===== src/design/slhs_pkg.sv =====
// Shared types, constants and helper functions for the stray light hood
// suppression pipeline. No dependencies; every design file imports it.
package slhs_pkg;

  localparam int ROT_STEPS  = 16;   // CORDIC micro-rotations per angle
  localparam int SQRT_STEPS = 31;   // root bits of a 62-bit radicand
  localparam int DIV_STEPS  = 17;   // quotient bits 16 down to 0
  localparam int ROT_IDX_W  = $clog2(ROT_STEPS);
  localparam int DIV_IDX_W  = $clog2(DIV_STEPS);

  localparam int CW       = 34;     // CORDIC datapath width
  localparam int RAD_W    = 2 * SQRT_STEPS;
  localparam int REM_W    = SQRT_STEPS + 4;
  localparam int NUM_W    = 34;
  localparam int Q_W      = 17;

  typedef logic signed [CW-1:0] cw_t;

  localparam cw_t CORDIC_GAIN = 34'sd652032875;

  localparam logic [Q_W-1:0] Q15_ONE     = 17'd32768;
  localparam logic [Q_W-1:0] ONE_DEG     = 17'd182;
  localparam logic [Q_W-1:0] CLOUD_ATTEN = 17'd22938;
  localparam logic [Q_W-1:0] TRANS_LOSS  = 17'd4915;
  localparam logic [Q_W-1:0] TRANS_FLOOR = 17'd22938;

  typedef enum logic [2:0] {
    REG_INNER     = 3'd0,
    REG_OUTER     = 3'd1,
    REG_SUPP_LO   = 3'd2,
    REG_SUPP_HI   = 3'd3,
    REG_FILTER_EN = 3'd4
  } reg_idx_t;

  // Word attributes that ride alongside the arithmetic cells.
  typedef struct packed {
    logic [15:0] cloud;
    logic [2:0]  flip;
    logic        neg;
    logic [30:0] ac;
    logic [15:0] sep;
  } sb_t;

  // atan(2^-i) with 2^32 per full turn.
  function automatic cw_t atan_step(input logic [ROT_IDX_W-1:0] i);
    cw_t r;
    case (i)
      4'd0:    r = 34'sd536870912;
      4'd1:    r = 34'sd316933406;
      4'd2:    r = 34'sd167458907;
      4'd3:    r = 34'sd85004756;
      4'd4:    r = 34'sd42667331;
      4'd5:    r = 34'sd21354465;
      4'd6:    r = 34'sd10679838;
      4'd7:    r = 34'sd5340245;
      4'd8:    r = 34'sd2670163;
      4'd9:    r = 34'sd1335087;
      4'd10:   r = 34'sd667544;
      4'd11:   r = 34'sd333772;
      4'd12:   r = 34'sd166886;
      4'd13:   r = 34'sd83443;
      4'd14:   r = 34'sd41722;
      default: r = 34'sd20861;
    endcase
    return r;
  endfunction

  // Q15 product, rounded half up.
  function automatic logic [Q_W-1:0] qmul(input logic [Q_W-1:0] a,
                                          input logic [Q_W-1:0] b);
    logic [2*Q_W-1:0] p;
    p = 34'(a) * 34'(b) + 34'd16384;
    return p[Q_W+14:15];
  endfunction

endpackage


===== src/design/slhs_div_cell.sv =====
// One quotient-bit cell of the restoring divider for the hood position.
// Depends on slhs_pkg.
module slhs_div_cell import slhs_pkg::*; (
  input  logic                 clk,
  input  logic                 en,
  input  logic [DIV_IDX_W-1:0] step,
  input  logic [Q_W-1:0]       den,
  input  logic [NUM_W-1:0]     num_in,
  input  logic [Q_W-1:0]       quo_in,
  output logic [NUM_W-1:0]     num_out,
  output logic [Q_W-1:0]       quo_out
);

  logic [NUM_W-1:0] trial;

  assign trial = NUM_W'(den) << step;

  always_ff @(posedge clk) begin
    if (en) begin
      if (num_in >= trial) begin
        num_out <= num_in - trial;
        quo_out <= quo_in | (Q_W'(1) << step);
      end else begin
        num_out <= num_in;
        quo_out <= quo_in;
      end
    end
  end

endmodule


===== config.mk =====
export PLATFORM = sky130hd
export DESIGN_NAME = slhs_div_cell
export DESIGN_NICKNAME = d
export VERILOG_FILES = /design/src/design/slhs_pkg.sv /design/src/design/slhs_div_cell.sv
export SDC_FILE = /design/constraint.sdc
export NUM_CORES = 1
export LEC_CHECK = 0
export BUFFER_PORTS_ARGS = -buffer_cell sky130_fd_sc_hd__clkbuf_2
export CAP_MARGIN = 20
export CORE_UTILIZATION = 50
export DETAILED_ROUTE_END_ITERATION = 6
export HOLD_SLACK_MARGIN = 0.03
export PLACE_DENSITY = 0.73
export SYNTH_ARGS = -nofsm -noshare
export SYNTH_HDL_FRONTEND = slang
export SYNTH_SLANG_ARGS = --single-unit
export TNS_END_PERCENT = 30

===== constraint.sdc =====
create_clock -name clk -period 4.9 [get_ports clk]
set_clock_uncertainty 0.1 [all_clocks]
set_input_delay 0.98 -clock clk [delete_from_list [all_inputs] [get_ports clk]]
set_output_delay 0.98 -clock clk [all_outputs]
set_load 0.03 [all_outputs]

==> flow_summary.yaml <==
pwr:
  p_switching_uw: 783
  clockPowerShare: 0.161
  p_per_area_nw_per_um2: 294
  p_comb_frac: 0.544
  switching_share: 0.393
  seq_power_share: 0.295
  ir_worst_vdd_uv: 162
  p_leak_uw: 0.00312
  p_total_uw: 2000
  intPower_uw: 1210
synth:
  synth.yosys.warnings: 0
  synth_mux_area_frac: 0.155
  yosys.area_share.simple: 0.150
  synth.largest_area_cell: "edfxtp_1"
  yosys_register_bits: 51
  netlist_area_um2: 5390
  synth-adder-area-share: 0.0827
  synth_xor_area_frac: 0.0455
  synthTopCellsByArea: "edfxtp_1 (28%), mux2_4 (8.1%), ha_1 (7.9%), a21oi_1 (4.6%), mux2i_1 (4.5%)"
  yosysSeqAreaShare: 0.284
  syn_nets: 687
  synthFlopType: "edfxtp_1"
  synth_compound_area_frac: 0.236
  synth_enable_flop_cells: 51
  synth_top_area_frac: 0.284
  async_reset_ff_frac: 0
  avgSynthCellArea_um2: 9.34
  yosys.cell_types.count: 68
  synth_top_family_by_area: "compound AO/OA/AOI/OAI gates"
  synthCells: 577
placed_design:
  hpwl_mm: 12.8
  port_buffers: 125
  gp_congestion: 0.968
detailed_routing:
  initialDrtViolationCount: 414
  vias: 5268
  drc: 0
  dr.pass1.iters: 6
  routedWlPerCell_um: 17.8
  drt.antenna.violating_nets: 0
  drt_wl_total_mm: 15.9
  via_per_inst: 5.90
setup_path:
  crit_end: "quo_out[3]"
  crit_path_end_kind: "register"
  cp.required_ps: 4890
  cp.arrival_ps: 4760
  cp_max_fo: 11
  cp-startpoint: "step[0]"
  cp-start-kind: "input pin"
  critical_path_class: "in -> reg"
floorplan:
  fp.coreArea_um2: 10400
  fp-row-count: 37
  die_h_um: 106
  pin_count: 126
  die_x_um: 106
  initial_core_util: 0.520
  die_area_um2: 11200
finish:
  drive_gt1_frac: 0.380
  final_nets: 866
  area_growth_syn_to_layout_pct: 25.9
  n_fill_cell: 900
  layout_commonest_cell: "clkbuf_2"
  ff_latch_area_um2: 1530
  final_cell_mix: "clkbuf_2 (125), buf_4 (74), nand2_1 (55)"
  antennaDiodeCount: 0
  multi_input_area_um2: 3620
  utilization: 0.654
global_routing:
  grt_overflow: 0
  grt_max_degree: 40
  grt_pass1_wl_mm: 24.7
  grt_pass1_vias: 4920
  antenna_found_initial: 0
  grt_usage: 0.279
sta:
  report.final.hold_viol_count: 0
  tightest_slew_ps: 535
  fin_crit_ps: 4770
  finalSetupViolations: 0
  fin_crit_sh: 0.973
  slew-limit-headroom: 0.643
  fmax_mhz: 210
  maxSlewViolCount: 0
flow_run:
  cap_violations: 0
clock_network:
  htree_levels: 2
  clockBufferDepth: 2
  cts_num_sinks: 51
  clockRootBuffer: "clkbuf_8"
  cts_tree: "done"
  cts_hold_buf: 0
  cts_made_buffers: 5
  path_clk_slew_ps: 110
run_status:
  outcome: "complete, no violations"
min_path:
  min_path_type: "in -> reg"
## synthesized netlist by cell type (9+ instances only)
cell / number
a211oi_1: 10
a21o_1: 17
a21oi_1: 50
a31o_2: 12
clkbuf_1: 17
edfxtp_1: 51
ha_1: 34
inv_1: 16
mux2_2: 12
mux2_4: 29
mux2i_1: 24
nand2_1: 55
nand2b_1: 15
nand3_1: 9
nor2_1: 39
o21ai_0: 27
xnor2_1: 18
xor2_1: 10
## worst min path at each step
stage	startpoint	to	slack, ps	depth (start not counted)
finish	quo_in[13]	quo_out[13]	810	2
floorplan	en	num_out[0]	990	0
global route	quo_in[2]	quo_out[2]	810	2
global placement	quo_in[5]	quo_out[5]	1140	2
detailed placement	quo_in[6]	quo_out[6]	1140	2
CTS	quo_in[13]	quo_out[13]	810	2
## worst max-delay path, stage by stage
cell	delay (ps)
clkbuf_2	220
buf_4	220
mux2_2	360
o21ai_1	220
o21ai_0	140
mux2i_1	170
inv_1	100
nand2_1	130
ha_1	340
a21o_1	220
a31oi_1	130
nand3_1	130
o211ai_1	330
nand3_2	150
nand2_2	120
o211ai_4	80
buf_12	160
buf_6	150
buf_12	140
a41o_1	240
## kinds of logic (layout without fill, tap and decap cells)
family,count (synthesis),after routing
mux,66,66
compound gates,182,182
flops,51,51
simple gates,166,166
buf+inv,49,229
fa+ha+maj,35,35
xor+xnor,28,28
## stage by stage
step	instance area [um2]	setup TNS [ps]	hold WS, ps	setup WS [ps]	cells
final	6790	0	809	131	893
after global routing	6790	-180	813	-33.4	893
after CTS	6720	0	807	36.5	891
after detailed placement	6600	-12040	1140	-383	883
after global placement	6600	-8840	1140	-307	883
after floorplan	5390	0	992	263	577
## power by group through the flow
stage                     combinational, uW  sequential [uW]  clock [uW]
after detailed placement               1050              597           0
final                                  1090              588         321
after global routing                   1160              594         338
after global placement                 1030              598           0
after floorplan                         591              734           0
after CTS                              1050              588         327
## flip-flops by register name (all words and copies together) (netlist names)
| signal | flops |
|---|---|
| num_out | 34 |
| quo_out | 17 |
## metal layers
layer	part of all wire	GRT usage	vias up	routed length (um)
met1	0.45	0.390	2498	7220
li1	-	-	2535	-
met3	0.057	0.0315	22	916
met4	0.017	0.0794	0	274
met2	0.47	0.453	213	7530
met5	0	0	-	0
## area by class of cell
type / count / share of cell area
clock buffers: 5 / 0.0101
clock inverters: 3 / 0.00682
inverters: 16 / 0.00885
multi-input cells: 477 / 0.534
flip-flops and latches: 51 / 0.226
well taps: 136 / 0.0251
repair buffers: 205 / 0.190
## timing repair
| item | CTS | global route |
|---|---|---|
| resized for setup | 2 | 9 |
| endpoints found under the setup margin | 3 | 45 |
| buffers inserted | 0 | 1 |
| pin swaps | 0 | 1 |
| gates cloned | 0 | 1 |
(Power assumes the default switching activity.)
