===== config.mk =====
export PLATFORM = sky130hd
export DESIGN_NAME = slhs_rot_cell
export DESIGN_NICKNAME = d
export VERILOG_FILES = /design/src/design/slhs_pkg.sv /design/src/design/slhs_rot_cell.sv
export SDC_FILE = /design/constraint.sdc
export NUM_CORES = 1
export LEC_CHECK = 0
export ABC_CLOCK_PERIOD_IN_PS = 10100
export BUFFER_PORTS_ARGS = -buffer_cell sky130_fd_sc_hd__buf_2
export CAP_MARGIN = 40
export CORE_MARGIN = 2
export CORE_UTILIZATION = 60
export DETAILED_ROUTE_END_ITERATION = 8
export GPL_TIMING_DRIVEN = 1
export PLACE_DENSITY = 0.83
export REMOVE_ABC_BUFFERS = 1
export SLEW_MARGIN = 5
export SYNTH_ARGS = -nofsm -noshare
export SYNTH_HDL_FRONTEND = slang
export SYNTH_SLANG_ARGS = --single-unit

===== constraint.sdc =====
create_clock -name clk -period 10.1 [get_ports clk]
set_clock_uncertainty 0.05 [all_clocks]
set_input_delay 1.515 -clock clk [delete_from_list [all_inputs] [get_ports clk]]
set_output_delay 1.515 -clock clk [all_outputs]
set_load 0.02 [all_outputs]

===== src/design/slhs_pkg.sv =====
// Shared types, constants and helper functions for the stray light hood
// suppression pipeline. No dependencies; every design file imports it.
package slhs_pkg;

  localparam int ROT_STEPS  = 16;   // CORDIC micro-rotations per angle
  localparam int SQRT_STEPS = 31;   // root bits of a 62-bit radicand
  localparam int DIV_STEPS  = 17;   // quotient bits 16 down to 0
  localparam int ROT_IDX_W  = $clog2(ROT_STEPS);
  localparam int DIV_IDX_W  = $clog2(DIV_STEPS);

  localparam int CW       = 34;     // CORDIC datapath width
  localparam int RAD_W    = 2 * SQRT_STEPS;
  localparam int REM_W    = SQRT_STEPS + 4;
  localparam int NUM_W    = 34;
  localparam int Q_W      = 17;

  typedef logic signed [CW-1:0] cw_t;

  localparam cw_t CORDIC_GAIN = 34'sd652032875;

  localparam logic [Q_W-1:0] Q15_ONE     = 17'd32768;
  localparam logic [Q_W-1:0] ONE_DEG     = 17'd182;
  localparam logic [Q_W-1:0] CLOUD_ATTEN = 17'd22938;
  localparam logic [Q_W-1:0] TRANS_LOSS  = 17'd4915;
  localparam logic [Q_W-1:0] TRANS_FLOOR = 17'd22938;

  typedef enum logic [2:0] {
    REG_INNER     = 3'd0,
    REG_OUTER     = 3'd1,
    REG_SUPP_LO   = 3'd2,
    REG_SUPP_HI   = 3'd3,
    REG_FILTER_EN = 3'd4
  } reg_idx_t;

  // Word attributes that ride alongside the arithmetic cells.
  typedef struct packed {
    logic [15:0] cloud;
    logic [2:0]  flip;
    logic        neg;
    logic [30:0] ac;
    logic [15:0] sep;
  } sb_t;

  // atan(2^-i) with 2^32 per full turn.
  function automatic cw_t atan_step(input logic [ROT_IDX_W-1:0] i);
    cw_t r;
    case (i)
      4'd0:    r = 34'sd536870912;
      4'd1:    r = 34'sd316933406;
      4'd2:    r = 34'sd167458907;
      4'd3:    r = 34'sd85004756;
      4'd4:    r = 34'sd42667331;
      4'd5:    r = 34'sd21354465;
      4'd6:    r = 34'sd10679838;
      4'd7:    r = 34'sd5340245;
      4'd8:    r = 34'sd2670163;
      4'd9:    r = 34'sd1335087;
      4'd10:   r = 34'sd667544;
      4'd11:   r = 34'sd333772;
      4'd12:   r = 34'sd166886;
      4'd13:   r = 34'sd83443;
      4'd14:   r = 34'sd41722;
      default: r = 34'sd20861;
    endcase
    return r;
  endfunction

  // Q15 product, rounded half up.
  function automatic logic [Q_W-1:0] qmul(input logic [Q_W-1:0] a,
                                          input logic [Q_W-1:0] b);
    logic [2*Q_W-1:0] p;
    p = 34'(a) * 34'(b) + 34'd16384;
    return p[Q_W+14:15];
  endfunction

endpackage


===== src/design/slhs_rot_cell.sv =====
// One rotation-mode CORDIC cell of the sin/cos lanes.
// Depends on slhs_pkg.
module slhs_rot_cell import slhs_pkg::*; (
  input  logic                 clk,
  input  logic                 en,
  input  logic [ROT_IDX_W-1:0] step,
  input  cw_t                  x_in,
  input  cw_t                  y_in,
  input  cw_t                  z_in,
  output cw_t                  x_out,
  output cw_t                  y_out,
  output cw_t                  z_out
);

  cw_t xs, ys, at;

  assign xs = x_in >>> step;
  assign ys = y_in >>> step;
  assign at = atan_step(step);

  // rotate towards zero residual angle
  always_ff @(posedge clk) begin
    if (en) begin
      if (!z_in[CW-1]) begin
        x_out <= x_in - ys;
        y_out <= y_in + xs;
        z_out <= z_in - at;
      end else begin
        x_out <= x_in + ys;
        y_out <= y_in - xs;
        z_out <= z_in + at;
      end
    end
  end

endmodule


==> flow_metrics.tcl <==
set metrics [dict create \
    worstHoldPathType "in2reg" \
    syn-cell-area_um2 14190 \
    slew_viol_final 0 \
    synth_fa_ha_area_share_pct 10.12 \
    postCtsResizedCells 0 \
    setup_slack_ps 2488 \
    synth_commonest_cells "164 x nand2_1, 163 x a21oi_1, 140 x nor2_1" \
    setup_viol 0 \
    max_slew_margin_pct 43.06 \
    critical_path.top_delay_family "simple AND/OR/NAND/NOR gates" \
    tritoncts "yes" \
    synth-xor-area-share_pct 10.80 \
    rows 56 \
    max_freq_mhz 131.4 \
    post_cts_buffers 0 \
    crit_path_end_kind "flop" \
    firstDrtPassIters 6 \
    gp_congestion 0.9942 \
    cts.clk_slew.worst_paths_ps 70 \
    arrival_ps 7680 \
    vias_per_cell 6.475 \
    muxShareOfSynthArea_pct 15.73 \
    cap_violations 0 \
    root_buffer "clkbuf_16" \
    synth.avg_cell_area_um2 8.641 \
    grt_pass1_wl_um 65750 \
    ir_worst_vdd_mv 0.08966 \
    drt_iter0_drc 1263 \
    synth_top_area_cell "edfxtp_1" \
    wl_per_cell_um 19.91 \
    ys_warn_count 0 \
    die_x_um 157.8 \
    h-tree-depth 3 \
    track_usage_pct 33.24 \
    route.detailed.drc 0 \
    p_per_area_nw_per_um2 151.7 \
    max_stage_delay_ps 670 \
    ioPinCount 210 \
    final_cells 2117 \
    hold_end "z_out[0]" \
    outcome "finished, final reports clean" \
    rsz0062_at_grt "no" \
    dieArea_um2 24890 \
    grt_max_degree 65 \
    leakage_nw 6.628 \
    synthFlopType "edfxtp_1" \
    start_kind "input pin" \
    n_antenna_cell 0 \
    ys_ff_latch 102 \
    die_h_um 157.8 \
    overflow 0 \
    fill_cells 1979 \
    yosysMostFrequentCell "nand2_1" \
    yosys.area_share.simple_pct 16.06 \
    seq_area_frac_synth_pct 21.59 \
    utilization_pct 67.01 \
    cts_buffers 9 \
    port_buffers 209 \
    ys_top_cells_by_area "edfxtp_1 22%, ha_1 9.7%, mux4_2 9.0%" \
    nNetsFinal 2015 \
    wirelength_um 42140 \
    hold_viol 0 \
    slowest_stage "nor4b_1" \
    place_ws_ps 2225 \
    grt_pass1_vias 12980 \
    synthCells 1642 \
    synth_edf_count 102 \
    hp-start "z_in[0]" \
    dr_total_vias 13710 \
    critPathRequiredTime_ps 10170 \
    crit_type "in2reg" \
    tightest_slew_ps 854.1 \
    period_needed_ps 7612 \
    synth_top_family_by_area "compound AO/OA/AOI/OAI gates" \
    drive_gt1_share_pct 18.97 \
    ant_nets 0 \
    hold_path_depth 2 \
    crit_fanout 41 \
    critical_path_buf_inv_count 3 \
    synth_top_area_share_pct 21.59 \
    crit_chain "buf_4 > buf_4 > mux4_2 > mux2_2 > nor2_1 > or2_2 > ha_1 > inv_1 > nor4b_1 > and2_1 > nand2_1 > nor2_1 > a21oi_1 > xor2_1 > ha_1 > or2_2 > o22a_1 > or3_1 > o22ai_1 > o22ai_1 > o41ai_1 > o2111ai_1 > a21oi_1 > xnor2_1" \
    multi_input_area_um2 10510 \
    hold_ws_ps 1407 \
    syn_to_final_growth_pct 10.19 \
    fp.coreArea_um2 23330 \
    antenna_found_initial 0 \
    ys_types 83 \
    post-route-period-util_pct 75.36 \
    clock_sinks 102 \
    clk_path_buf_depth 2 \
    synth_compound_area_share_pct 21.35 \
    start_util_pct 60.81 \
    seq_area_um2 3063 \
    fin_setup_tns_ps 0 \
    ctsHoldBuffers 0 \
    async_reset_ff_share_pct 0 \
    dp_hpwl_um 32560 \
    dp_cells 2102 \
]
## sequential cells by signal, indices dropped and copies added, names as in the netlist
name / count
x_out: 34
y_out: 34
z_out: 34
## logic make-up (layout without fill, tap and decap cells)
logic type,count (synthesis),in the layout
buffers and inverters,134,290
DFF,102,102
AOI/OAI and AO/OA,487,487
muxes,142,142
adders and majority gates,113,113
xor gates and xnor gates,175,175
and+or+nand+nor,489,489
## cell usage in the layout (no fill, tap or decap), types with 4 or more instances in the layout
master and instances:
mux2_2 25, nand3_1 32, buf_2 205, mux4_2 57, or2_2 12, nand4_1 5, mux2_1 10, edfxtp_1 102
o21ai_1 4, a21o_1 54, nand2_1 164, o2111ai_1 4, nor2_1 140, a41oi_1 5, o21a_1 14, and2_1 17
o21bai_1 16, a22oi_1 6, a211o_1 7, xor2_1 56, ha_1 110, a31oi_1 34, o211ai_1 18, a2111oi_0 5
a311oi_1 4, nand2b_1 16, nor3_1 29, a211oi_1 13, or3_1 8, and3_1 21, mux2i_1 46, o21ai_0 94
xnor2_1 119, nor2b_1 20, o31ai_1 8, buf_4 17, clkbuf_16 9, o22ai_1 7, a21oi_1 163, inv_1 50
## where the power goes
group | internal, mW | total [mW] | switching [mW]
sequential | 0.633 | 0.658 | 0.0257
clock | 0.216 | 0.391 | 0.174
combinational | 0.523 | 1.32 | 0.800
## routing by layer
| layer | GRT usage [%] | share of wire, % | vias to the layer above |
|---|---|---|---|
| met1 | 39.86 | 38 | 6417 |
| met4 | 15.19 | 4.2 | 0 |
| met5 | 0 | 0 | - |
| met3 | 4.517 | 8.2 | 159 |
| li1 | - | - | 6417 |
| met2 | 59.03 | 50 | 715 |
## per-stage QoR
step / instance area [um2] / power (mW)
final: 15640 / 2.372
after floorplan: 13770 / 1.593
after global placement: 15320 / 1.946
after detailed placement: 15320 / 1.973
after CTS: 15640 / 2.367
after global routing: 15640 / 2.517
## how the worst max path moves through the flow
stage	startpoint	to	slack (ps)	cells past startpoint
3_3_place_gp	step[2]	y_out[33]	2390	24
3_5_place_dp	step[2]	y_out[33]	2220	24
4_1_cts	step[2]	y_out[33]	2600	24
2_1_floorplan	step[1]	y_out[33]	2940	23
6_report	step[2]	y_out[33]	2490	24
5_1_grt	step[2]	y_out[33]	2150	24
## layout make-up
cell class / count / area share [%]
Inverter: 53 / 1.272
Clock inverter: 6 / 0.5522
Sequential cell: 102 / 19.59
Multi-Input combinational cell: 1406 / 67.21
Clock buffer: 9 / 1.440
Timing Repair Buffer: 222 / 7.378
Tap cell: 319 / 2.553
(Power assumes the default switching activity.)
