[src/design/slhs_pkg.sv]
// Shared types, constants and helper functions for the stray light hood
// suppression pipeline. No dependencies; every design file imports it.
package slhs_pkg;

  localparam int ROT_STEPS  = 16;   // CORDIC micro-rotations per angle
  localparam int SQRT_STEPS = 31;   // root bits of a 62-bit radicand
  localparam int DIV_STEPS  = 17;   // quotient bits 16 down to 0
  localparam int ROT_IDX_W  = $clog2(ROT_STEPS);
  localparam int DIV_IDX_W  = $clog2(DIV_STEPS);

  localparam int CW       = 34;     // CORDIC datapath width
  localparam int RAD_W    = 2 * SQRT_STEPS;
  localparam int REM_W    = SQRT_STEPS + 4;
  localparam int NUM_W    = 34;
  localparam int Q_W      = 17;

  typedef logic signed [CW-1:0] cw_t;

  localparam cw_t CORDIC_GAIN = 34'sd652032875;

  localparam logic [Q_W-1:0] Q15_ONE     = 17'd32768;
  localparam logic [Q_W-1:0] ONE_DEG     = 17'd182;
  localparam logic [Q_W-1:0] CLOUD_ATTEN = 17'd22938;
  localparam logic [Q_W-1:0] TRANS_LOSS  = 17'd4915;
  localparam logic [Q_W-1:0] TRANS_FLOOR = 17'd22938;

  typedef enum logic [2:0] {
    REG_INNER     = 3'd0,
    REG_OUTER     = 3'd1,
    REG_SUPP_LO   = 3'd2,
    REG_SUPP_HI   = 3'd3,
    REG_FILTER_EN = 3'd4
  } reg_idx_t;

  // Word attributes that ride alongside the arithmetic cells.
  typedef struct packed {
    logic [15:0] cloud;
    logic [2:0]  flip;
    logic        neg;
    logic [30:0] ac;
    logic [15:0] sep;
  } sb_t;

  // atan(2^-i) with 2^32 per full turn.
  function automatic cw_t atan_step(input logic [ROT_IDX_W-1:0] i);
    cw_t r;
    case (i)
      4'd0:    r = 34'sd536870912;
      4'd1:    r = 34'sd316933406;
      4'd2:    r = 34'sd167458907;
      4'd3:    r = 34'sd85004756;
      4'd4:    r = 34'sd42667331;
      4'd5:    r = 34'sd21354465;
      4'd6:    r = 34'sd10679838;
      4'd7:    r = 34'sd5340245;
      4'd8:    r = 34'sd2670163;
      4'd9:    r = 34'sd1335087;
      4'd10:   r = 34'sd667544;
      4'd11:   r = 34'sd333772;
      4'd12:   r = 34'sd166886;
      4'd13:   r = 34'sd83443;
      4'd14:   r = 34'sd41722;
      default: r = 34'sd20861;
    endcase
    return r;
  endfunction

  // Q15 product, rounded half up.
  function automatic logic [Q_W-1:0] qmul(input logic [Q_W-1:0] a,
                                          input logic [Q_W-1:0] b);
    logic [2*Q_W-1:0] p;
    p = 34'(a) * 34'(b) + 34'd16384;
    return p[Q_W+14:15];
  endfunction

endpackage

[src/design/slhs_sqrt_cell.sv]
// One digit cell of the restoring integer square root.
// Depends on slhs_pkg.
module slhs_sqrt_cell import slhs_pkg::*; (
  input  logic                    clk,
  input  logic                    en,
  input  logic [RAD_W-1:0]        rad_in,
  input  logic [REM_W-1:0]        rem_in,
  input  logic [SQRT_STEPS-1:0]   root_in,
  output logic [RAD_W-1:0]        rad_out,
  output logic [REM_W-1:0]        rem_out,
  output logic [SQRT_STEPS-1:0]   root_out
);

  logic [REM_W-1:0] rem_sh, trial;

  assign rem_sh = {rem_in[REM_W-3:0], rad_in[RAD_W-1:RAD_W-2]};
  assign trial  = {2'b00, root_in, 2'b01};

  always_ff @(posedge clk) begin
    if (en) begin
      rad_out <= {rad_in[RAD_W-3:0], 2'b00};
      if (rem_sh >= trial) begin
        rem_out  <= rem_sh - trial;
        root_out <= {root_in[SQRT_STEPS-2:0], 1'b1};
      end else begin
        rem_out  <= rem_sh;
        root_out <= {root_in[SQRT_STEPS-2:0], 1'b0};
      end
    end
  end

endmodule

[config.mk]
export PLATFORM = sky130hd
export DESIGN_NAME = slhs_sqrt_cell
export DESIGN_NICKNAME = d
export VERILOG_FILES = /design/src/design/slhs_pkg.sv /design/src/design/slhs_sqrt_cell.sv
export SDC_FILE = /design/constraint.sdc
export NUM_CORES = 1
export LEC_CHECK = 0
export BUFFER_PORTS_ARGS = -buffer_cell sky130_fd_sc_hd__buf_2
export CORE_UTILIZATION = 50
export DETAILED_ROUTE_END_ITERATION = 10
export PLACE_DENSITY = 0.81
export SYNTH_ARGS = -nofsm -noshare
export SYNTH_HDL_FRONTEND = slang
export SYNTH_SLANG_ARGS = --single-unit
[constraint.sdc]
create_clock -name clk -period 6.36 [get_ports clk]
set_input_delay 0.636 -clock clk [delete_from_list [all_inputs] [get_ports clk]]
set_output_delay 0.636 -clock clk [all_outputs]
set_load 0.05 [all_outputs]
==> summary.md <==
| Metric | Value |
|---|---|
| Drt total wl | 15460 µm |
| PostCTS Resize Cnt | 0 |
| Max Buffers Root-to-Sink | 2 |
| Switching Fraction | approximately a third |
| Worst setup path endpoint | rem_out[33] |
| Synth-to-Final Area Change | 32.64% |
| CTS Sinks | between 100 and 150 |
| Pwr/cell area | between 300 and 400 nW/µm² |
| Placed Area | around 7600 µm² |
| Worst path cell trace | buf_2, inv_1, ha_1, o21ai_1, a22oi_1, o21bai_1, o21ai_1, o211a_2, a21boi_4, buf_4, inv_2, o311ai_1, xnor2_1 |
| EDFF count, synth | between 100 and 150 |
| Largest net degree at the start of global routing | 84 |
| Cells after synthesis | 504 |
| Hold Violations, Final | 0 |
| Share of cells above drive strength 1 | 39.15% |
| Most frequent cells in the layout | buf_2, edfxtp_1, a21oi_1 |
| Slew Limit Fails | 0 |
| Slowest CP cell | inv_2 |
| Final worst slack | approximately 2900 ps |
| Post-synthesis mux area share | 0.1820% |
| Max H-tree Level | 4 |
| WP data required | between 6000 and 7000 ps |
| Run status | finished, final reports clean |
| Hold_ws | a little under 400 ps |
| Least-Margin Pin Slew | a little over 1000 ps |
| Iter 0 DRT Violations | around 320 |
| Non-Filler Cell Area, Final | 8207 µm² |
| ANT nets after route | 0 |
| Unrepaired setup endpoints after global routing | no |
| Setup_tns | 0 ps |
| Avg Cell Area, Syn | between 10 and 15 µm² |
| Vias in the first global route | ~4800 |
| Most used flip-flop cell after synthesis | edfxtp_1 |
| Cell variety after synth | 58 |
| FMAX | about 290 MHz |
| Mapped Area | 6187 µm² |
| Post-DR vias/cell | roughly 5.3 |
| Startpoint Class | input pin |
| Max incr delay on CP | between 400 and 500 ps |
| Internal power | about 0.0019 W |
| Slew headroom | approximately a third |
| Syn. warnings | 0 |
| Sequential area share after synthesis | roughly three fifths |
| Worst Setup End Kind | register |
| Gr ovfl total | 0 |
| Total GRT Usage | 24.05% |
| Initial Utilization | 51.30% |
| First-pass GRT wire length | 23400 µm |
| Asr flop ratio synth | 0% |
| CTS tree | built |
| # IOs | ~260 |
| Root buf cell | clkbuf_16 |
| Power, Total | 0.002750 W |
| Post-Synth Adder-Cell Area | under 10% |
| Die Width | ~110 µm |
| Final Cycle Share | a little under three fifths |
| Final setup fails | 0 |
| Nets | 925 |
| Die area | 12820 µm² |
| Main combinational cell family by area after synthesis | compound AO/OA/AOI/OAI gates |
| Clock share of power | between 30% and 40% |
| Commonest non-fill, non-tap cell in the layout | buf_2 |
| Crit Path Category | input pin to register |
| Max VDD drop | between 0.15 and 0.2 mV |
| Simple-Gate Fraction of Synth Area | under 10% |
| Drt wl/cell | 16.41 µm |
| Routability congestion estimate | 0.8425 |
| Max-Cap Viols | 0 |
| Comb power frac | between 20% and 30% |
| Detailed-route via count | about 5000 |
| Critical Path Source | root_in[0] |
| Core Area | ~12000 µm² |
| Site row count | 40 |
| Fraction of the mapped netlist area in compound gates | 13.85% |
| Worst min path class | input pin to register |
| DRT Pass-1 Iters | 6 |
| Setup WS pre-CTS | 2403 ps |
| DRC | 0 |
| Min cycle time layout | around 3500 ps |
| Critical path's most frequent cell | o21ai_1 |
| Crit-path max FO | 35 |
| ANT cells | 0 |
| Psw | just under 0.0009 W |
| Die Span Y | approximately 110 µm |
| Post-synthesis xor/xnor area fraction | 4.247% |
| Seq pwr share | a little under two fifths |
| Count of port buffers added during placement | 253 |
| DP HPWL | roughly 12000 µm |
| Yosys reg bits | 126 |
| Initial antenna violation count | 0 |
| Hold Buf Count CTS | 0 |
| Post-CTS setup buffers | 0 |
| Lkg Pwr | 3.625 nW |
| Hold path cells | 1 |
| CTS Buf Count | 17 |
| Clock-pin transition on the worst setup and hold timing paths | 60 ps |
| CP arrival | ~3700 ps |
-- logic make-up (layout without fill, tap and decap cells) --
kind of cell / Yosys count / count (layout)
multiplexers: 1 / 1
buffers and inverters: 56 / 325
AND/OR/NAND/NOR: 129 / 129
adder cells (fa/ha/maj): 33 / 33
other: 1 / 2
XOR/XNOR: 30 / 30
flip-flops: 126 / 126
AO/OA/AOI/OAI: 128 / 128
-- metrics by stage --
| stage | cells | utilization (%) |
|---|---|---|
| detailed placement | 911 | 62.93 |
| CTS | 942 | 68.04 |
| global route | 942 | 68.04 |
| global placement | 911 | 62.93 |
| finish | 942 | 68.04 |
| floorplan | 505 | - |
-- layout make-up --
type | count | area, µm²
repair buffers | 255 | 1284
clock inverters | 13 | 187.7
multi-input cells | 323 | 2166
fillers | 885 | 3855
well taps | 168 | 210.2
clock buffers | 18 | 429.2
inverters | 39 | 146.4
flip-flops and latches | 126 | 3784
-- sequential cells by signal (all words and copies together) (netlist names) --
name      flops
root_out     31
rem_out      35
rad_out      60
-- routing by layer --
metal | GRT usage, % | up-vias | wire [µm]
li1 | - | 2371 | -
met1 | 26.34 | 2336 | 5819
met2 | 43.15 | 234 | 8121
met3 | 7.017 | 45 | 1086
met4 | 10.70 | 0 | 435
met5 | 0 | - | 0
-- power by group through the flow --
stage / Combinational (W) / Clock, W / Sequential, W
2_1_floorplan: 0.000209 / 0 / 0.00136
3_3_place_gp: 0.000684 / 0 / 0.00105
3_5_place_dp: 0.000695 / 0 / 0.00105
4_1_cts: 0.000699 / 0.00103 / 0.00104
5_1_grt: 0.000738 / 0.00106 / 0.00104
6_report: 0.000698 / 0.00101 / 0.00104
-- cells in the mapped netlist (4+ instances only) --
cell | number | area (µm²)
edfxtp_1 | 126 | 3784
clkbuf_1 | 10 | 37.54
nor3_1 | 13 | 65.06
and3_1 | 4 | 25.02
xnor2_1 | 17 | 148.9
ha_1 | 33 | 412.9
inv_1 | 37 | 138.9
xor2_1 | 13 | 113.9
o211ai_1 | 6 | 45.04
a21o_1 | 9 | 67.56
nor2b_1 | 4 | 25.02
a21oi_1 | 45 | 225.2
o21ai_1 | 15 | 75.07
nand4_1 | 6 | 37.54
o31ai_1 | 4 | 30.03
nand2b_1 | 5 | 31.28
o21a_1 | 4 | 30.03
buf_4 | 4 | 30.03
o21ai_0 | 15 | 75.07
nor2_1 | 31 | 116.4
nand3_1 | 10 | 50.05
nand2_1 | 44 | 165.2
-- worst min-delay path by stage --
| stage | startpoint | end | slack [ps] |
|---|---|---|---|
| after floorplan | rad_in[8] | rad_out[10] | 730 |
| after detailed placement | rad_in[50] | rad_out[52] | 810 |
| after global placement | rad_in[3] | rad_out[5] | 810 |
| after CTS | rad_in[50] | rad_out[52] | 380 |
| final | rad_in[50] | rad_out[52] | 400 |
| after global routing | rad_in[7] | rad_out[9] | 380 |
-- critical path, delay by kind of cell --
kind | cells | cell delay (ps)
buf+inv | 4 | 870
fa+ha+maj | 1 | 320
xor+xnor | 1 | 190
compound gates | 7 | 1590
Power figures use the tool's default switching activity.
