<file path="config.mk">
export PLATFORM = sky130hd
export DESIGN_NAME = slhs_vec_cell
export DESIGN_NICKNAME = d
export VERILOG_FILES = /design/src/design/slhs_pkg.sv /design/src/design/slhs_vec_cell.sv
export SDC_FILE = /design/constraint.sdc
export NUM_CORES = 1
export LEC_CHECK = 0
export ABC_AREA = 1
export BUFFER_PORTS_ARGS = -buffer_cell sky130_fd_sc_hd__buf_2
export CORE_ASPECT_RATIO = 0.75
export CORE_MARGIN = 2
export CORE_UTILIZATION = 50
export DETAILED_ROUTE_END_ITERATION = 12
export GPL_TIMING_DRIVEN = 0
export PLACE_DENSITY = 0.7
export REMOVE_ABC_BUFFERS = 1
export SLEW_MARGIN = 0
export SYNTH_ARGS = -nofsm -noshare
export SYNTH_HDL_FRONTEND = slang
export SYNTH_SLANG_ARGS = --single-unit
</file>
<file path="constraint.sdc">
create_clock -name clk -period 5.98 [get_ports clk]
set_input_delay 0.598 -clock clk [delete_from_list [all_inputs] [get_ports clk]]
set_output_delay 0.598 -clock clk [all_outputs]
set_load 0.01 [all_outputs]
</file>
<file path="src/design/slhs_pkg.sv">
// Shared types, constants and helper functions for the stray light hood
// suppression pipeline. No dependencies; every design file imports it.
package slhs_pkg;

  localparam int ROT_STEPS  = 16;   // CORDIC micro-rotations per angle
  localparam int SQRT_STEPS = 31;   // root bits of a 62-bit radicand
  localparam int DIV_STEPS  = 17;   // quotient bits 16 down to 0
  localparam int ROT_IDX_W  = $clog2(ROT_STEPS);
  localparam int DIV_IDX_W  = $clog2(DIV_STEPS);

  localparam int CW       = 34;     // CORDIC datapath width
  localparam int RAD_W    = 2 * SQRT_STEPS;
  localparam int REM_W    = SQRT_STEPS + 4;
  localparam int NUM_W    = 34;
  localparam int Q_W      = 17;

  typedef logic signed [CW-1:0] cw_t;

  localparam cw_t CORDIC_GAIN = 34'sd652032875;

  localparam logic [Q_W-1:0] Q15_ONE     = 17'd32768;
  localparam logic [Q_W-1:0] ONE_DEG     = 17'd182;
  localparam logic [Q_W-1:0] CLOUD_ATTEN = 17'd22938;
  localparam logic [Q_W-1:0] TRANS_LOSS  = 17'd4915;
  localparam logic [Q_W-1:0] TRANS_FLOOR = 17'd22938;

  typedef enum logic [2:0] {
    REG_INNER     = 3'd0,
    REG_OUTER     = 3'd1,
    REG_SUPP_LO   = 3'd2,
    REG_SUPP_HI   = 3'd3,
    REG_FILTER_EN = 3'd4
  } reg_idx_t;

  // Word attributes that ride alongside the arithmetic cells.
  typedef struct packed {
    logic [15:0] cloud;
    logic [2:0]  flip;
    logic        neg;
    logic [30:0] ac;
    logic [15:0] sep;
  } sb_t;

  // atan(2^-i) with 2^32 per full turn.
  function automatic cw_t atan_step(input logic [ROT_IDX_W-1:0] i);
    cw_t r;
    case (i)
      4'd0:    r = 34'sd536870912;
      4'd1:    r = 34'sd316933406;
      4'd2:    r = 34'sd167458907;
      4'd3:    r = 34'sd85004756;
      4'd4:    r = 34'sd42667331;
      4'd5:    r = 34'sd21354465;
      4'd6:    r = 34'sd10679838;
      4'd7:    r = 34'sd5340245;
      4'd8:    r = 34'sd2670163;
      4'd9:    r = 34'sd1335087;
      4'd10:   r = 34'sd667544;
      4'd11:   r = 34'sd333772;
      4'd12:   r = 34'sd166886;
      4'd13:   r = 34'sd83443;
      4'd14:   r = 34'sd41722;
      default: r = 34'sd20861;
    endcase
    return r;
  endfunction

  // Q15 product, rounded half up.
  function automatic logic [Q_W-1:0] qmul(input logic [Q_W-1:0] a,
                                          input logic [Q_W-1:0] b);
    logic [2*Q_W-1:0] p;
    p = 34'(a) * 34'(b) + 34'd16384;
    return p[Q_W+14:15];
  endfunction

endpackage

</file>
<file path="src/design/slhs_vec_cell.sv">
// One vectoring-mode CORDIC cell of the arc cosine stage.
// Depends on slhs_pkg.
module slhs_vec_cell import slhs_pkg::*; (
  input  logic                 clk,
  input  logic                 en,
  input  logic [ROT_IDX_W-1:0] step,
  input  cw_t                  x_in,
  input  cw_t                  y_in,
  input  cw_t                  z_in,
  output cw_t                  x_out,
  output cw_t                  y_out,
  output cw_t                  z_out
);

  cw_t xs, ys, at;
  logic y_pos;

  assign xs    = x_in >>> step;
  assign ys    = y_in >>> step;
  assign at    = atan_step(step);
  assign y_pos = !y_in[CW-1] && (y_in != '0);

  // drive y towards zero, accumulate the angle
  always_ff @(posedge clk) begin
    if (en) begin
      if (y_pos) begin
        x_out <= x_in + ys;
        y_out <= y_in - xs;
        z_out <= z_in + at;
      end else begin
        x_out <= x_in - ys;
        y_out <= y_in + xs;
        z_out <= z_in - at;
      end
    end
  end

endmodule

</file>
==> impl_metrics.yaml, run 1 <==
worst_hold_path:
  hp-start: "z_in[0]"
  hp-class: "primary input to flip-flop"
clocking:
  clk_pin_slew_ps: 100
  clock_sinks: 102
  root_buffer: "clkbuf_16"
  cts_made_buffers: 9
  post_cts_buffers: 0
  ctsLongestPathBuffers: 2
  cts_tree: "yes"
  htreeDepth: 3
power:
  p_leak_nw: 8.30
  power_density_nw_per_um2: 241
  ir_drop_v: 0.000178
floorplan:
  core_region_area_sq_um: 30300
  die_area_sq_um: 32300
  start_util: 0.510
  dieHeight_um: 156
  die_w_um: 207
  floorplan.rows: 55
  io_pins: 210
yosys:
  async_reset_ff_frac: 0
  ys_ff_latch: 102
  synth_cell_types: 51
  ys.flop_type: "edfxtp_1"
  syn_avg_cell_area_sq_um: 6.36
  ys_seq_area_frac: 0.198
  syn_inst: 2427
  ys_warn_count: 0
  synth_area_sq_um: 15400
  synth_enable_flop_cells: 102
routing:
  num_vias: 17400
  wl_per_cell_um: 18.7
  drc: 0
  vias_per_cell: 5.84
  drtIter0Drc: 2080
  ant_nets: 0
  dr.pass1.iters: 6
  wl_mm: 55.7
critical_path:
  end_kind: "flip-flop"
  crit_type: "primary input to flip-flop"
  cp_max_fo: 78
  worstPathArrival_ps: 5820
  cp_data_required_time_ps: 6140
  crit_start: "step[0]"
  start_kind: "primary input"
sta:
  fmax_ghz: 0.177
  slew_violations: 0
  worst_slew_pin_slew_ps: 831
  period_share: 0.947
  slew_headroom: 0.444
  min_period_ps: 5660
  hold_viol: 0
  rsz0062_at_grt: "no"
  setup_viol: 0
placed_design:
  place_congestion: 0.952
  dp.cells: 2964
  dp_hpwl_mm: 45.9
  portBuffers: 209
  place_area_sq_um: 16600
global_routing:
  grt_overflow: 0
  grt_max_degree: 81
  antenna_found_initial: 4
  grt_use_total: 0.338
  grt_pass1_wl_mm: 84.2
  grt_pass1_vias: 15100
layout:
  fin_nets: 2799
  stdcell_area_sq_um: 17000
  finalNonFillerCells: 2984
  fillers: 3112
  drive_gt1_frac: 0.128
  syn_to_final_growth_pct: 10.2
status:
  status: "finished, final reports clean"
job:
  timing.max_cap.violations: 0
repair_timing:
action	in CTS	in global routing
gates resized for setup	5	8
hold buffers	0	0
endpoints found under the setup margin	34	22
path summary, 6_finish.rpt:
| check | to | slack [ps] | depth (start not counted) |
|---|---|---|---|
| max | y_out[33]$_DFFE_PP_ | 320 | 25 |
| min | z_out[0]$_DFFE_PP_ | 540 | 2 |
critical path, cell delays in order:
cell,delay [ps]
buf_6,440
inv_6,340
nand2_1,170
nand3_1,110
nand3_1,180
nand3_1,110
nand2_1,200
ha_1,210
nand2_1,90
nor2_4,170
nand3_4,140
nor2_4,170
nand3_1,80
nand2_1,80
xor2_1,350
ha_1,370
nand2_1,140
nor2_1,240
inv_1,100
nor4_1,570
o21ai_0,220
nand3_1,370
inv_1,80
nand3_1,100
nand2_1,60
per-stage QoR:
step                      hold WS [ps]  setup WS (ps)  TNS, ps   util  total power [W]
after global routing               545           76.6        0  0.562          0.00439
after floorplan                    710           1060        0      -          0.00262
after detailed placement           923          -1130   -32060  0.548          0.00340
final                              544            316        0  0.562          0.00410
after global placement             912          -2140  -122450  0.545          0.00338
after CTS                          535           86.6        0  0.559          0.00407
synth_stat cells (3+ instances only):
cell / number / area [sq um]
edfxtp_1: 102 / 3060
nor3_1: 15 / 75.1
nand4_1: 18 / 113
xor2_1: 109 / 955
o21a_1: 3 / 22.5
nor2_1: 203 / 762
nor2_2: 17 / 106
a21oi_2: 6 / 52.6
a21o_1: 18 / 135
o2111ai_1: 5 / 43.8
fa_1: 3 / 60.1
buf_6: 16 / 180
a21boi_0: 5 / 37.5
nor4_1: 11 / 68.8
buf_2: 39 / 195
nand2_2: 22 / 138
o21ai_2: 9 / 78.8
a31oi_1: 15 / 93.8
a221oi_1: 8 / 70.1
clkbuf_1: 10 / 37.5
ha_1: 110 / 1380
inv_1: 206 / 773
nand3_2: 7 / 70.1
nand3_1: 381 / 1910
o21ai_0: 87 / 435
o21ai_1: 15 / 75.1
nand2_1: 716 / 2690
nor2_4: 7 / 78.8
inv_2: 13 / 48.8
o21bai_1: 16 / 120
a31o_2: 3 / 26.3
buf_4: 8 / 60.1
a21oi_1: 132 / 661
xnor2_1: 55 / 482
or2_2: 4 / 25.0
o211ai_1: 3 / 22.5
nand3b_1: 10 / 75.1
cell usage in the layout (no fill, tap or decap), types with 6 or more instances in the layout:
cell and n:
a21o_1 18, a21oi_1 132, a21oi_2 6, a221oi_1 8
a31oi_1 15, buf_2 204, clkbuf_16 9, edfxtp_1 102
ha_1 110, inv_1 206, inv_2 8, nand2_1 716
nand2_2 22, nand3_1 381, nand3_2 7, nand3b_1 10
nand4_1 18, nor2_1 201, nor2_2 18, nor2_4 8
nor3_1 15, nor4_1 11, o21ai_0 86, o21ai_1 16
o21ai_2 9, o21bai_1 16, xnor2_1 55, xor2_1 109
cell families after synthesis:
| kind of cell | after synthesis | share of synthesized area |
|---|---|---|
| xor gates and xnor gates | 164 | 0.0930 |
| adders and majority gates | 113 | 0.0930 |
| AOI/OAI and AO/OA | 333 | 0.129 |
| DFF | 102 | 0.198 |
| and+or+nand+nor | 1420 | 0.403 |
| buffers and inverters | 295 | 0.0846 |
layer usage:
| layer | part of all wire | global-route usage | vias to the layer above |
|---|---|---|---|
| met4 | 0.016 | 0.0729 | 4 |
| met5 | 0.00048 | 0 | - |
| met1 | 0.48 | 0.527 | 7983 |
| li1 | - | - | 8454 |
| met2 | 0.39 | 0.470 | 909 |
| met3 | 0.11 | 0.0675 | 63 |
power by group:
group	leakage (nW)	switching (W)	internal, W	total [W]
registers	0.998	0.0000509	0.00107	0.00112
logic	7.15	0.00153	0.000792	0.00233
clock network	0.147	0.000325	0.000332	0.000658
area by class of cell:
cell class | instances | area [sq um] | area share
inverters | 221 | 842 | 0.0495
repair buffers | 214 | 1210 | 0.0710
well taps | 399 | 499 | 0.0293
flip-flops and latches | 102 | 3060 | 0.180
clock inverters | 6 | 82.6 | 0.00485
clock buffers | 9 | 225 | 0.0132
multi-input cells | 2030 | 11100 | 0.652
diodes | 3 | 7.51 | 0.000441
registers in the layout, summed over array words and instances (netlist names):
signal / flops
x_out: 34
y_out: 34
z_out: 34
Note: power is estimated with default switching activity, not from simulation.
==> run 2, diff against run 1 <==
==> constraint.sdc (replaced) <==
create_clock -name clk -period 5.98 [get_ports clk]
set_input_delay 0.299 -clock clk [delete_from_list [all_inputs] [get_ports clk]]
set_output_delay 0.299 -clock clk [all_outputs]
set_load 0.01 [all_outputs]
==> run 2 against run 1 <==
Power about the same. Via count decreased by 0.12%. Sequential cell count unchanged. Setup slack got worse by 27 ps. Sequential share of layout area about the same. Core utilization about the same. Design area about the same. Clock power about the same. Critical path depth decreased by 2. First-iteration DRC count increased by 0.87%. Routed wire length increased by 0.21%. Critical endpoint is now y_out[21]$_DFFE_PP_. Largest cell class unchanged.
==> impl_metrics.yaml, run 2 (same netlist as run 1, synthesis figures left out) <==
sta:
  worst_hold_slack_ps: 245
  min_period_ps: 5690
  period_share: 0.952
  worst_slew_pin_slew_ps: 858
  setup_viol: 0
  slew_headroom: 0.426
  slew_violations: 0
  fmax_ghz: 0.176
  rsz0062_at_grt: "no"
  hold_viol: 0
  fin_ws_ps: 289
floorplan:
  start_util: 0.510
  dieHeight_um: 156
  io_pins: 210
  die_area_sq_um: 32300
  die_w_um: 207
  floorplan.rows: 55
  core_region_area_sq_um: 30300
critical_path:
  crit_type: "primary input to flip-flop"
  end_kind: "flip-flop"
  start_kind: "primary input"
  cp_max_fo: 65
  worstPathArrival_ps: 5800
  cp_data_required_time_ps: 6090
power:
  ir_drop_v: 0.000178
  power_density_nw_per_um2: 241
  p_leak_nw: 8.30
placed_design:
  place_congestion: 0.952
  place_area_sq_um: 16600
  portBuffers: 209
  pre_cts_slack_ps: -828
  dp_hpwl_mm: 45.9
layout:
  multi_input_area_sq_um: 11100
  layout_common_cells: "716 x nand2_1, 381 x nand3_1, 206 x inv_1"
  stdcell_area_sq_um: 17000
  fin_nets: 2799
  drive_gt1_frac: 0.128
  fillers: 3108
  reg_top3: "x_out x34, y_out x34, z_out x34"
  final_common_cell: "nand2_1"
  seq_area_sq_um: 3060
  syn_to_final_growth_pct: 10.1
clocking:
  clk_pin_slew_ps: 70
  ctsLongestPathBuffers: 2
  cts.repair.resized: 3
  cts_tree: "yes"
  hold_buffers: 0
  root_buffer: "clkbuf_16"
  cts_made_buffers: 9
  htreeDepth: 3
  clock_sinks: 102
  post_cts_buffers: 0
status:
  status: "finished, final reports clean"
routing:
  num_vias: 17400
  wl_per_cell_um: 18.7
  drtIter0Drc: 2098
  drc: 0
  vias_per_cell: 5.82
  dr.pass1.iters: 5
  ant_nets: 0
  wl_mm: 55.8
global_routing:
  grt_use_total: 0.338
  grt_max_degree: 81
  grt_pass1_wl_mm: 84.2
  grt_pass1_vias: 15100
  grt_overflow: 0
  antenna_found_initial: 4
worst_hold_path:
  hp-class: "primary input to flip-flop"
job:
  timing.max_cap.violations: 0
==> run 2: cell count changes in the layout (fill, tap and decap cells not counted), sizes merged <==
cell and delta:
diode +2
==> run 2: worst paths after layout <==
kind,startpoint,end,depth (start not counted)
worst min-delay path,z_in[0],z_out[0]$_DFFE_PP_,2
worst max-delay path,step[1],y_out[21]$_DFFE_PP_,23
==> run 2: worst max-delay path, stage by stage <==
cell and delay [ps]:
buf_4 570, inv_4 440, nor2_1 600, nand2_1 110, nand2_1 80, nor2_1 50, nand2_1 60, nand2_1 150
ha_1 240, nand2_1 110, nor2_4 60, nand3_4 100, o21ai_0 110, xnor2_1 360, ha_1 320, nand2_1 150
nor2_1 160, nand4_1 150, o211ai_1 340, a21oi_1 230, o21ai_0 590, a21oi_1 230, xnor2_1 210
==> run 2: metrics by stage <==
step	setup TNS, ps	util	cells	power, W
floorplan	0	-	2353	0.00262
global placement	-93650	0.545	2961	0.00338
detailed placement	-15450	0.548	2964	0.00340
CTS	0	0.559	2979	0.00407
global route	0	0.561	2981	0.00439
finish	0	0.562	2986	0.00410
==> run 2: cell type report <==
type | instances | share of cell area
clock inverter | 6 | 0.00486
clock buffer | 9 | 0.0132
timing repair buffer | 214 | 0.0706
inverter | 221 | 0.0494
sequential | 102 | 0.180
multi-input combinational | 2030 | 0.652
antenna | 5 | 0.000736
tap | 399 | 0.0294
==> run 2: metal layers <==
layer  up-vias  track usage  share of wire
li1       8461            -              -
met1      7990        0.527           0.48
met2       871        0.470           0.39
met3        66       0.0675           0.10
met4         4       0.0729          0.017
met5         -            0        0.00048
==> run 2: where the power goes <==
group	internal [W]	switching (W)
clock network	0.000332	0.000325
logic	0.000792	0.00154
registers	0.00107	0.0000506
total	0.00219	0.00191
==> run 3, diff against run 2 <==
--- a/config.mk
+++ b/config.mk
@@ -11,7 +11,6 @@
 export CORE_MARGIN = 2
 export CORE_UTILIZATION = 50
 export DETAILED_ROUTE_END_ITERATION = 12
-export GPL_TIMING_DRIVEN = 0
 export PLACE_DENSITY = 0.7
 export REMOVE_ABC_BUFFERS = 1
 export SLEW_MARGIN = 0
==> constraint.sdc (replaced) <==
create_clock -name clk -period 6.6 [get_ports clk]
set_input_delay 0.33 -clock clk [delete_from_list [all_inputs] [get_ports clk]]
set_output_delay 0.33 -clock clk [all_outputs]
set_load 0.01 [all_outputs]
==> run 3 against run 2 <==
Global-route usage grew 0.80 points. Final cell count increased by 0.33%. Core utilization shrank 0.17 points. Power down 9.9%. Combinational power decreased by 9.0%. Via count decreased by 0.86%. Sequential cell count unchanged. Critical path type unchanged. Largest power group unchanged.
==> impl_metrics.yaml, run 3 (same netlist as run 1, synthesis figures left out) <==
status:
  status: "finished, final reports clean"
placed_design:
  place_congestion: 1.06
  dp_hpwl_mm: 47.9
  place_area_sq_um: 16700
  portBuffers: 209
global_routing:
  antenna_found_initial: 2
  grt_overflow: 0
  grt_max_degree: 58
  grt_pass1_vias: 15300
  grt_use_total: 0.346
  grt_pass1_wl_mm: 85.4
layout:
  fillers: 3164
  layout_common_cells: "716 x nand2_1, 381 x nand3_1, 208 x buf_2"
  drive_gt1_frac: 0.132
  syn_to_final_growth_pct: 9.77
  reg_top3: "x_out x34, y_out x34, z_out x34"
  final_util: 0.560
  fin_nets: 2811
  final_common_cell: "nand2_1"
  stdcell_area_sq_um: 17000
sta:
  period_share: 0.855
  fmax_ghz: 0.177
  worst_hold_slack_ps: 252
  rsz0062_at_grt: "no"
  setup_viol: 0
  hold_viol: 0
  min_period_ps: 5640
  final.setup.tns_ps: 0
  slew_headroom: 0.317
  worst_slew_pin_slew_ps: 1020
  slew_violations: 0
critical_path:
  crit_start: "step[2]"
  worstPathArrival_ps: 5770
  cp_data_required_time_ps: 6730
  end_kind: "flip-flop"
  cp_max_fo: 35
  start_kind: "primary input"
  crit_type: "primary input to flip-flop"
  cp-endpoint: "z_out[25]$_DFFE_PP_"
clocking:
  cts.repair.resized: 0
  post_cts_buffers: 0
  clock_sinks: 102
  htreeDepth: 3
  root_buffer: "clkbuf_16"
  cts_tree: "yes"
  clk_pin_slew_ps: 80
  cts_made_buffers: 9
  hold_buffers: 0
  ctsLongestPathBuffers: 2
power:
  power_density_nw_per_um2: 218
  ir_drop_v: 0.000176
  p_leak_nw: 8.30
routing:
  wl_per_cell_um: 19.2
  vias_per_cell: 5.76
  dr.pass1.iters: 8
  num_vias: 17200
  ant_nets: 0
  wl_mm: 57.5
  drtIter0Drc: 2030
  drc: 0
floorplan:
  floorplan.rows: 55
  die_area_sq_um: 32300
  dieHeight_um: 156
  io_pins: 210
  die_w_um: 207
  core_region_area_sq_um: 30300
  start_util: 0.510
job:
  timing.max_cap.violations: 0
worst_hold_path:
  hp-class: "primary input to flip-flop"
  holdPathStages: 2
[run 3: changes by cell type in the layout (fill, tap and decap cells not counted), moves of 3 or more]
cell     before  now
buf_4         4   17
buf_2       204  208
diode_2       5    2
inv_2         8   13
buf_16        5    0
inv_4         3    0
[run 3: final cells by class]
type / count / area [sq um] / area share
clock inverter: 7 / 65.1 / 0.00384
tap: 399 / 499 / 0.0295
timing repair buffer: 226 / 1190 / 0.0701
antenna: 2 / 5.00 / 0.000295
multi-input combinational: 2030 / 11100 / 0.653
clock buffer: 9 / 225 / 0.0133
inverter: 221 / 830 / 0.0489
sequential: 102 / 3060 / 0.181
[run 3: through the flow]
| stage | power, W | std cells | setup WS [ps] |
|---|---|---|---|
| global route | 0.00394 | 2995 | 783 |
| CTS | 0.00366 | 2994 | 1310 |
| detailed placement | 0.00309 | 2978 | 922 |
| floorplan | 0.00237 | 2353 | 1950 |
| finish | 0.00370 | 2996 | 955 |
| global placement | 0.00308 | 2978 | 938 |
[run 3: critical path: stages]
cell and delay [ps]:
buf_2 480, inv_2 460, buf_4 340, nor2_2 420, nand2_1 190, o21ai_1 190, a21oi_2 90, ha_1 240
nand3_1 80, clkinv_1 90, nand3_1 140, nor2_1 70, nand3_2 110, nand2_1 150, xor2_1 240, ha_1 390
nand2_1 110, nor2_1 280, nand2_1 140, nor3_1 540, a21oi_1 230, o21ai_0 310, xor2_1 110
[run 3: worst min path at each step]
| stage | start | to | slack, ps |
|---|---|---|---|
| 3_5_place_dp | z_in[0] | z_out[0]$_DFFE_PP_ | 650 |
| 4_1_cts | z_in[0] | z_out[0]$_DFFE_PP_ | 250 |
| 5_1_grt | z_in[0] | z_out[0]$_DFFE_PP_ | 260 |
| 3_3_place_gp | z_in[0] | z_out[0]$_DFFE_PP_ | 640 |
| 2_1_floorplan | en | x_out[0]$_DFFE_PP_ | 440 |
| 6_report | z_in[0] | z_out[0]$_DFFE_PP_ | 250 |
[run 3: power breakdown]
group	internal (W)	switching (W)
combinational	0.000714	0.00141
sequential	0.000967	0.0000444
clock	0.000265	0.000301
total	0.00195	0.00175
[run 3: per-layer routing]
| layer | track usage | part of all wire | vias to the layer above |
|---|---|---|---|
| met5 | 0 | 0 | - |
| met4 | 0.0696 | 0.017 | 0 |
| met3 | 0.119 | 0.12 | 69 |
| met2 | 0.483 | 0.40 | 819 |
| met1 | 0.508 | 0.46 | 7873 |
| li1 | - | - | 8481 |
